--- config.mk ---
export PLATFORM = sky130hd
export DESIGN_NAME = solenoid_pulse_burst_driver_top
export DESIGN_NICKNAME = d
export VERILOG_FILES = /design/src/hdl/spbd_pkg.sv /design/src/hdl/solenoid_pulse_burst_driver_top.sv /design/src/hdl/spbd_cfg.sv /design/src/hdl/spbd_in_reg.sv /design/src/hdl/spbd_ctrl.sv /design/src/hdl/spbd_out_reg.sv
export VERILOG_INCLUDE_DIRS = /design/src /design/src/hdl
export SDC_FILE = /design/constraint.sdc
export NUM_CORES = 1
export LEC_CHECK = 0
export BUFFER_PORTS_ARGS = -buffer_cell sky130_fd_sc_hd__buf_2
export CORE_MARGIN = 2
export CORE_UTILIZATION = 51
export DETAILED_ROUTE_END_ITERATION = 6
export PLACE_DENSITY = 0.69
export SLEW_MARGIN = 10
export SYNTH_ARGS = -nofsm -noshare
export SYNTH_HDL_FRONTEND = slang
export SYNTH_SLANG_ARGS = --single-unit
--- constraint.sdc ---
create_clock -name clk -period 23 [get_ports clk]
set_input_delay 1.15 -clock clk [delete_from_list [all_inputs] [get_ports clk]]
set_output_delay 1.15 -clock clk [all_outputs]
set_load 0.1 [all_outputs]
--- src/hdl/solenoid_pulse_burst_driver_top_defines.svh ---
// Assertion macros used by the solenoid driver control module.
`ifndef SOLENOID_PULSE_BURST_DRIVER_TOP_DEFINES_SVH
`define SOLENOID_PULSE_BURST_DRIVER_TOP_DEFINES_SVH

// Same-cycle implication, checked on the rising edge and disabled in reset.
`define SPBD_ASSERT_NOW(label, clk, rst_n, ante, cons) \
    label: assert property (@(posedge clk) disable iff (!rst_n) (ante) |-> (cons)) \
        else $error("solenoid driver check failed");

// Next-cycle implication, checked on the rising edge and disabled in reset.
`define SPBD_ASSERT_NEXT(label, clk, rst_n, ante, cons) \
    label: assert property (@(posedge clk) disable iff (!rst_n) (ante) |=> (cons)) \
        else $error("solenoid driver check failed");

`endif

--- src/hdl/spbd_pkg.sv ---
package spbd_pkg;

    localparam int CFG_IDX_W = 4;

    localparam logic [CFG_IDX_W-1:0] CFG_ENABLE      = CFG_IDX_W'(0);
    localparam logic [CFG_IDX_W-1:0] CFG_MAX_ON      = CFG_IDX_W'(1);
    localparam logic [CFG_IDX_W-1:0] CFG_DEFAULT_ON  = CFG_IDX_W'(2);
    localparam logic [CFG_IDX_W-1:0] CFG_DEFAULT_OFF = CFG_IDX_W'(3);

    localparam logic [7:0]  MAX_ON_RESET      = 8'd25;
    localparam logic [7:0]  DEFAULT_ON_RESET  = 8'd18;
    localparam logic [15:0] DEFAULT_OFF_RESET = 16'd70;
    localparam logic [7:0]  LEVEL_BASE        = 8'd6;
    localparam logic [15:0] LEVEL_DIVISOR     = 16'd255;

    localparam logic [2:0] OP_TICK       = 3'd0;
    localparam logic [2:0] OP_FIRE_ONCE  = 3'd1;
    localparam logic [2:0] OP_FIRE_BURST = 3'd2;
    localparam logic [2:0] OP_FIRE_LEVEL = 3'd3;
    localparam logic [2:0] OP_STOP       = 3'd4;

    typedef enum logic [1:0] {
        PH_IDLE = 2'd0,
        PH_ON   = 2'd1,
        PH_GAP  = 2'd2
    } phase_t;

    typedef struct packed {
        logic [2:0]  operation;
        logic [7:0]  shot_count;
        logic [15:0] pulse_on_ms;
        logic [15:0] pulse_off_ms;
        logic [7:0]  intensity;
    } item_t;

    typedef struct packed {
        logic drive;
        logic busy_res;
        logic status;
    } result_t;

    typedef struct packed {
        logic        enable;
        logic [7:0]  max_on_ms;
        logic [7:0]  default_on_ms;
        logic [15:0] default_off_ms;
    } cfg_t;

    function automatic logic [7:0] clamp_on(input logic [15:0] req, input logic [7:0] max_on);
        logic [7:0] top;
        logic [7:0] res;
        top = (max_on == 8'd0) ? 8'd1 : max_on;
        if (req == 16'd0)
        begin
            res = 8'd1;
        end
        else if (req > {8'd0, top})
        begin
            res = top;
        end
        else
        begin
            res = req[7:0];
        end
        return res;
    endfunction

    // The quotient by 255 uses the reciprocal 257/65536, which is never high and at
    // most one low for a 16-bit dividend, so one compare fixes it.
    function automatic logic [7:0] level_on(input logic [7:0] level, input logic [7:0] max_on,
                                            input logic [7:0] def_on);
        logic [7:0]  span;
        logic [15:0] prod;
        logic [24:0] scaled;
        logic [7:0]  quot;
        logic [15:0] rem;
        logic [7:0]  on;
        span   = (max_on > LEVEL_BASE) ? (max_on - LEVEL_BASE) : 8'd0;
        prod   = {8'd0, level} * {8'd0, span};
        scaled = {1'b0, prod, 8'd0} + {9'd0, prod};
        quot   = scaled[23:16];
        rem    = prod - ({quot, 8'd0} - {8'd0, quot});
        if (rem >= LEVEL_DIVISOR)
        begin
            quot = quot + 8'd1;
        end
        on = LEVEL_BASE + quot;
        if (on < def_on)
        begin
            on = def_on;
        end
        return clamp_on({8'd0, on}, max_on);
    endfunction

endpackage

--- src/hdl/solenoid_pulse_burst_driver_top.sv ---
// An accepted item waits in the input register, and its result is registered in the
// output register. Throughput: one item per cycle while the output is not stalled;
// the burst state updates once per item.
// The input register holds an item while the output register is stalled.
// Reset is asynchronous and active low: the driver is disabled and idle,
// and the limits return to 25 ms on, 18 ms level floor and 70 ms gap.
module solenoid_pulse_burst_driver_top
    import spbd_pkg::*;
(
    input  logic                 clk,
    input  logic                 rst_n,
    input  logic                 item_valid,
    output logic                 item_stall,
    input  item_t                item,
    output logic                 result_valid,
    input  logic                 result_stall,
    output result_t              result,
    input  logic                 cfg_we,
    input  logic [CFG_IDX_W-1:0] cfg_index,
    input  logic [15:0]          cfg_wdata
);

    cfg_t    cfg;
    logic    clear;
    logic    advance;
    logic    held_valid;
    item_t   held_item;
    logic    go;
    result_t res;

    assign go = held_valid && advance;

    spbd_cfg u_cfg (
        .clk       (clk),
        .rst_n     (rst_n),
        .cfg_we    (cfg_we),
        .cfg_index (cfg_index),
        .cfg_wdata (cfg_wdata),
        .cfg       (cfg),
        .clear     (clear)
    );

    spbd_in_reg u_in_reg (
        .clk        (clk),
        .rst_n      (rst_n),
        .item_valid (item_valid),
        .item_stall (item_stall),
        .item       (item),
        .advance    (advance),
        .held_valid (held_valid),
        .held_item  (held_item)
    );

    spbd_ctrl u_ctrl (
        .clk   (clk),
        .rst_n (rst_n),
        .go    (go),
        .item  (held_item),
        .cfg   (cfg),
        .clear (clear),
        .res   (res)
    );

    spbd_out_reg u_out_reg (
        .clk          (clk),
        .rst_n        (rst_n),
        .load         (go),
        .res          (res),
        .advance      (advance),
        .result_valid (result_valid),
        .result_stall (result_stall),
        .result       (result)
    );

endmodule

--- src/hdl/spbd_cfg.sv ---
module spbd_cfg
    import spbd_pkg::*;
(
    input  logic                 clk,
    input  logic                 rst_n,
    input  logic                 cfg_we,
    input  logic [CFG_IDX_W-1:0] cfg_index,
    input  logic [15:0]          cfg_wdata,
    output cfg_t                 cfg,
    output logic                 clear
);

    cfg_t cfg_reg;
    cfg_t cfg_next;

    always_comb
    begin
        cfg_next = cfg_reg;
        if (cfg_we)
        begin
            case (cfg_index)
                CFG_ENABLE:      cfg_next.enable         = cfg_wdata[0];
                CFG_MAX_ON:      cfg_next.max_on_ms      = cfg_wdata[7:0];
                CFG_DEFAULT_ON:  cfg_next.default_on_ms  = cfg_wdata[7:0];
                CFG_DEFAULT_OFF: cfg_next.default_off_ms = cfg_wdata;
                default:         cfg_next = cfg_reg;
            endcase
        end
    end

    always_ff @(posedge clk or negedge rst_n)
    begin
        if (!rst_n)
        begin
            cfg_reg.enable         <= 1'b0;
            cfg_reg.max_on_ms      <= MAX_ON_RESET;
            cfg_reg.default_on_ms  <= DEFAULT_ON_RESET;
            cfg_reg.default_off_ms <= DEFAULT_OFF_RESET;
        end
        else
        begin
            cfg_reg <= cfg_next;
        end
    end

    assign cfg   = cfg_reg;
    assign clear = cfg_we && (cfg_index == CFG_ENABLE) && !cfg_wdata[0];

endmodule

--- src/hdl/spbd_in_reg.sv ---
module spbd_in_reg
    import spbd_pkg::*;
(
    input  logic  clk,
    input  logic  rst_n,
    input  logic  item_valid,
    output logic  item_stall,
    input  item_t item,
    input  logic  advance,
    output logic  held_valid,
    output item_t held_item
);

    logic  valid_reg;
    logic  valid_next;
    item_t item_reg;
    logic  load;

    assign item_stall = valid_reg && !advance;
    assign load       = item_valid && !item_stall;

    always_comb
    begin
        if (load)
        begin
            valid_next = 1'b1;
        end
        else if (advance)
        begin
            valid_next = 1'b0;
        end
        else
        begin
            valid_next = valid_reg;
        end
    end

    always_ff @(posedge clk or negedge rst_n)
    begin
        if (!rst_n)
        begin
            valid_reg <= 1'b0;
        end
        else
        begin
            valid_reg <= valid_next;
        end
    end

    always_ff @(posedge clk)
    begin
        if (load)
        begin
            item_reg <= item;
        end
    end

    assign held_valid = valid_reg;
    assign held_item  = item_reg;

endmodule

--- src/hdl/spbd_ctrl.sv ---
`include "solenoid_pulse_burst_driver_top_defines.svh"

module spbd_ctrl
    import spbd_pkg::*;
(
    input  logic    clk,
    input  logic    rst_n,
    input  logic    go,
    input  item_t   item,
    input  cfg_t    cfg,
    input  logic    clear,
    output result_t res
);

    phase_t      phase_reg;
    phase_t      phase_next;
    logic [15:0] remaining_reg;
    logic [15:0] remaining_next;
    logic [7:0]  wanted_reg;
    logic [7:0]  wanted_next;
    logic [7:0]  fired_reg;
    logic [7:0]  fired_next;
    logic [7:0]  on_time_reg;
    logic [7:0]  on_time_next;
    logic [15:0] off_time_reg;
    logic [15:0] off_time_next;
    logic        status;
    logic        do_launch;
    logic        do_finish;
    logic [7:0]  launch_on;
    logic [15:0] launch_off;
    logic [7:0]  launch_shots;

    always_comb
    begin
        phase_next     = phase_reg;
        remaining_next = remaining_reg;
        wanted_next    = wanted_reg;
        fired_next     = fired_reg;
        on_time_next   = on_time_reg;
        off_time_next  = off_time_reg;
        status         = 1'b0;
        do_launch      = 1'b0;
        do_finish      = 1'b0;
        launch_on      = clamp_on(item.pulse_on_ms, cfg.max_on_ms);
        launch_off     = cfg.default_off_ms;
        launch_shots   = 8'd1;

        if (go)
        begin
            case (item.operation)
                OP_TICK:
                begin
                    if (cfg.enable && (phase_reg != PH_IDLE))
                    begin
                        if (remaining_reg > 16'd1)
                        begin
                            remaining_next = remaining_reg - 16'd1;
                        end
                        else
                        begin
                            case (phase_reg)
                                PH_ON:
                                begin
                                    if (fired_reg >= wanted_reg)
                                    begin
                                        do_finish = 1'b1;
                                    end
                                    else
                                    begin
                                        phase_next     = PH_GAP;
                                        remaining_next = off_time_reg;
                                    end
                                end
                                PH_GAP:
                                begin
                                    fired_next     = fired_reg + 8'd1;
                                    phase_next     = PH_ON;
                                    remaining_next = {8'd0, on_time_reg};
                                end
                                default: do_finish = 1'b1;
                            endcase
                        end
                    end
                end
                OP_FIRE_ONCE:
                begin
                    if (!cfg.enable)
                    begin
                        status = 1'b1;
                    end
                    else
                    begin
                        do_launch = 1'b1;
                    end
                end
                OP_FIRE_BURST:
                begin
                    if (!cfg.enable || (item.shot_count == 8'd0))
                    begin
                        status = 1'b1;
                    end
                    else
                    begin
                        do_launch    = 1'b1;
                        launch_shots = item.shot_count;
                        if (item.pulse_off_ms != 16'd0)
                        begin
                            launch_off = item.pulse_off_ms;
                        end
                    end
                end
                OP_FIRE_LEVEL:
                begin
                    if (item.intensity == 8'd0)
                    begin
                        do_finish = 1'b1;
                    end
                    else if (!cfg.enable)
                    begin
                        status = 1'b1;
                    end
                    else
                    begin
                        do_launch = 1'b1;
                        launch_on = level_on(item.intensity, cfg.max_on_ms,
                                             cfg.default_on_ms);
                    end
                end
                OP_STOP: do_finish = 1'b1;
                default: status = 1'b1;
            endcase
        end

        if (do_launch)
        begin
            on_time_next   = launch_on;
            off_time_next  = launch_off;
            wanted_next    = launch_shots;
            fired_next     = 8'd1;
            phase_next     = PH_ON;
            remaining_next = {8'd0, launch_on};
        end

        if (do_finish || clear)
        begin
            phase_next     = PH_IDLE;
            remaining_next = 16'd0;
            wanted_next    = 8'd0;
            fired_next     = 8'd0;
        end

        res.drive    = (phase_next == PH_ON);
        res.busy_res = (phase_next != PH_IDLE);
        res.status   = status;
    end

    always_ff @(posedge clk or negedge rst_n)
    begin
        if (!rst_n)
        begin
            phase_reg     <= PH_IDLE;
            remaining_reg <= 16'd0;
            wanted_reg    <= 8'd0;
            fired_reg     <= 8'd0;
            on_time_reg   <= 8'd0;
            off_time_reg  <= 16'd0;
        end
        else
        begin
            phase_reg     <= phase_next;
            remaining_reg <= remaining_next;
            wanted_reg    <= wanted_next;
            fired_reg     <= fired_next;
            on_time_reg   <= on_time_next;
            off_time_reg  <= off_time_next;
        end
    end

    // A running burst has fired at least one pulse and never more than it asked for.
    `SPBD_ASSERT_NOW(a_shots_in_range, clk, rst_n, phase_reg != PH_IDLE,
        (fired_reg != 8'd0) && (fired_reg <= wanted_reg))

    // Idle always leaves the counters cleared.
    `SPBD_ASSERT_NOW(a_idle_cleared, clk, rst_n, phase_reg == PH_IDLE,
        (remaining_reg == 16'd0) && (fired_reg == 8'd0))

    // A fire-once command while disabled is rejected and leaves the phase alone.
    `SPBD_ASSERT_NEXT(a_disabled_fire, clk, rst_n,
        go && !cfg.enable && !clear && (item.operation == OP_FIRE_ONCE),
        phase_reg == $past(phase_reg))

endmodule

--- src/hdl/spbd_out_reg.sv ---
module spbd_out_reg
    import spbd_pkg::*;
(
    input  logic    clk,
    input  logic    rst_n,
    input  logic    load,
    input  result_t res,
    output logic    advance,
    output logic    result_valid,
    input  logic    result_stall,
    output result_t result
);

    logic    valid_reg;
    logic    valid_next;
    result_t result_reg;

    assign advance = !valid_reg || !result_stall;

    always_comb
    begin
        if (load)
        begin
            valid_next = 1'b1;
        end
        else if (!result_stall)
        begin
            valid_next = 1'b0;
        end
        else
        begin
            valid_next = valid_reg;
        end
    end

    always_ff @(posedge clk or negedge rst_n)
    begin
        if (!rst_n)
        begin
            valid_reg <= 1'b0;
        end
        else
        begin
            valid_reg <= valid_next;
        end
    end

    always_ff @(posedge clk)
    begin
        if (load)
        begin
            result_reg <= res;
        end
    end

    assign result_valid = valid_reg;
    assign result       = result_reg;

endmodule

==> flow_summary.toml <==
[yosys]
synthTopCellsByArea = "dfrtp_1, edfxtp_1, ha_1, fa_1, inv_1"
muxShareOfSynthArea = 0.05855
syn_area_sq_um = 12160
synth_edf_count = 54
synth_top_cell_area_share = 0.1749
syn_nets = 1504
synthFlopType = "dfrtp_1"
async_flop_share = 0.6327
synth_top_family_by_area = "simple AND/OR/NAND/NOR gates"
ys_seq_area_frac = 0.3256
synth_cell_type_count = 94
synth-simple-area-share = 0.1793
synth_compound_area_frac = 0.1669
yosys.area_share.xor_xnor = 0.04301
synth_common_cells = "inv_1, ha_1, nand2_1"
synth-adder-area-share = 0.1725
synth_top_area_cell = "dfrtp_1"
syn_inst = 1282
ys_seq_elements = 147
yosys_warnings = 0
synth_most_common_cell = "inv_1"
postSynthAreaPerCell_sq_um = 9.485

[grt]
grt_usage = 0.2413
antenna_found_initial = 0
grt_max_degree = 68
grt_pass1_wl_mm = 48.11
grt_pass1_vias = 9492
grt_remaining_overflow = 0

[layout]
areaGrowthSynthToFinish_pct = 10.48
fin_util = 0.5723
largest_reg_flops = 51
final_cell_area_sq_um = 13430
antennaDiodeCount = 0
drive_gt1_frac = 0.1477
nNetsFinal = 1570

[worst_setup_path]
cp.depth = 69
cp_num_buf_inv = 6
cp_top_family = "compound AO/OA/AOI/OAI gates"
reg2reg_from = "u_cfg.cfg[29]"
max_stage_delay_ns = 0.61
cp-end-kind = "flip-flop"
required_ns = 23.34
rrSetupSlack_ns = 5.71
r2r_end = "u_ctrl.remaining_reg[1]"
start_kind = "flip-flop"
r2r_cells = 69
crit_type = "flip-flop to flip-flop"
crit_start = "u_cfg.cfg[29]"
critical_path.max_fanout = 16
critPathSlowestCell = "or4_1"
critPathMostFrequentCell = "ha_1"
endpoint = "u_ctrl.remaining_reg[1]"
cp.arrival_ns = 17.63

[timing]
worstMarginPinSlew_ns = 1.123
final_max_slew_viol_count = 0
finalSetupTns_ns = 0
rsz0062_at_grt = "false"
fin_crit_ns = 17.29
finalCritPeriodShare = 0.7517
final.setup.worst_slack_ns = 5.710
finalClockSkew_ns = 0.01129
relSlewSlack = 0.2510
hold_viol = 0
setup_viol = 0
fmax_mhz = 57.84

[clock_network]
cts_tree = "built"
clk_pin_slew_ns = 0.06
insertion_delay_ns = 0.42
clk_path_buf_depth = 2
cts-htree-levels = 4
cts_resized = 0
cts_buffers = 17
cts_setup_buffers = 0
root_buffer = "clkbuf_16"
cts_hold_buf = 0
cts.sinks = 147

[placement]
place_area_sq_um = 12840
port_buffers = 80
post-place-ws_ns = 5.801
detailed_place_hpwl_mm = 22.28
gp_congestion = 0.8861

[drt]
routedWlPerCell_microns = 17.17
postRouteAntennaNets = 0
viasPerCell = 5.818
routed_wl_mm = 28.85
drc_errors = 0
vias = 9774
drt_iter0_drc = 751
first_pass_iters = 5

[die]
pin_count = 81
num_rows = 56
start_util = 0.5180
die_h_microns = 158.4
fp.coreArea_sq_um = 23470
dieArea_sq_um = 25090
die_w_microns = 158.4

[run]
cap_violations = 0

[run_status]
status = "finished clean"

[min_path]
hp-class = "flip-flop to flip-flop"
-- final cells by class --
| type | count | area [sq um] |
|---|---|---|
| multi-input combinational | 967 | 7547 |
| tap | 319 | 399.1 |
| clock inverter | 14 | 158.9 |
| sequential | 147 | 3959 |
| inverter | 127 | 476.7 |
| clock buffer | 18 | 429.2 |
| timing repair buffer | 88 | 462.9 |
| fill | 2082 | 10040 |
-- worst reg2reg max path: cells and delay by family, from the launching register on --
kind	cells	cell delay (ns)
compound gates	26	5.73
xor+xnor	2	0.54
fa+ha+maj	12	4.92
buf+inv	6	0.48
flops	1	0.47
mux	1	0.39
simple gates	22	4.70
-- how the worst min path moves through the flow --
stage                                      start                     end  slack (ns)  depth (start not counted)
final                     u_ctrl.off_time_reg[8]  u_ctrl.off_time_reg[8]        0.50                          2
after global routing               u_cfg.cfg[15]           u_cfg.cfg[15]        0.53                          1
after CTS                 u_ctrl.off_time_reg[8]  u_ctrl.off_time_reg[8]        0.49                          2
after detailed placement  u_ctrl.off_time_reg[8]  u_ctrl.off_time_reg[8]        0.48                          2
after global placement    u_ctrl.off_time_reg[9]  u_ctrl.off_time_reg[9]        0.46                          2
after floorplan           u_ctrl.off_time_reg[8]  u_ctrl.off_time_reg[8]        0.44                          2
-- cell usage in the layout (no fill, tap or decap), drive strengths merged, types with 21 or more instances in the layout --
| cell type | count |
|---|---|
| inv | 136 |
| ha | 110 |
| buf | 88 |
| nand2 | 87 |
| o21ai | 86 |
| nor2 | 85 |
| dfrtp | 85 |
| a21oi | 65 |
| edfxtp | 54 |
| xnor2 | 38 |
| fa | 36 |
| nor2b | 34 |
| mux2i | 34 |
| and2 | 34 |
| mux2 | 33 |
| nand3 | 32 |
| a21o | 30 |
| nor4 | 27 |
| nor3 | 23 |
| nand2b | 21 |
-- cell families (layout without fill, tap and decap cells) --
| group | count (synthesis) | count (layout) |
|---|---|---|
| AOI/OAI and AO/OA | 292 | 292 |
| xor gates and xnor gates | 54 | 54 |
| adders and majority gates | 146 | 146 |
| buffers and inverters | 168 | 247 |
| DFF | 147 | 147 |
| muxes | 67 | 67 |
| and+or+nand+nor | 408 | 408 |
-- routing by layer --
metal / global-route usage / routed length, microns / vias up
met4: 0.04247 / 212 / 0
met5: 0 / 0 / -
met3: 0.04355 / 1777 / 23
met2: 0.3600 / 12810 / 304
met1: 0.3694 / 14040 / 4727
li1: - / - / 4720
-- per-stage QoR --
step | hold WS, ns | instances
floorplan | 0.4423 | 1282
global placement | 0.4582 | 1648
detailed placement | 0.4798 | 1648
CTS | 0.4944 | 1680
global route | 0.5295 | 1680
finish | 0.4954 | 1680
Power is left out: the tool's default activity adds up to more than one toggle a clock period on the data nets, which glitch-free logic cannot reach.
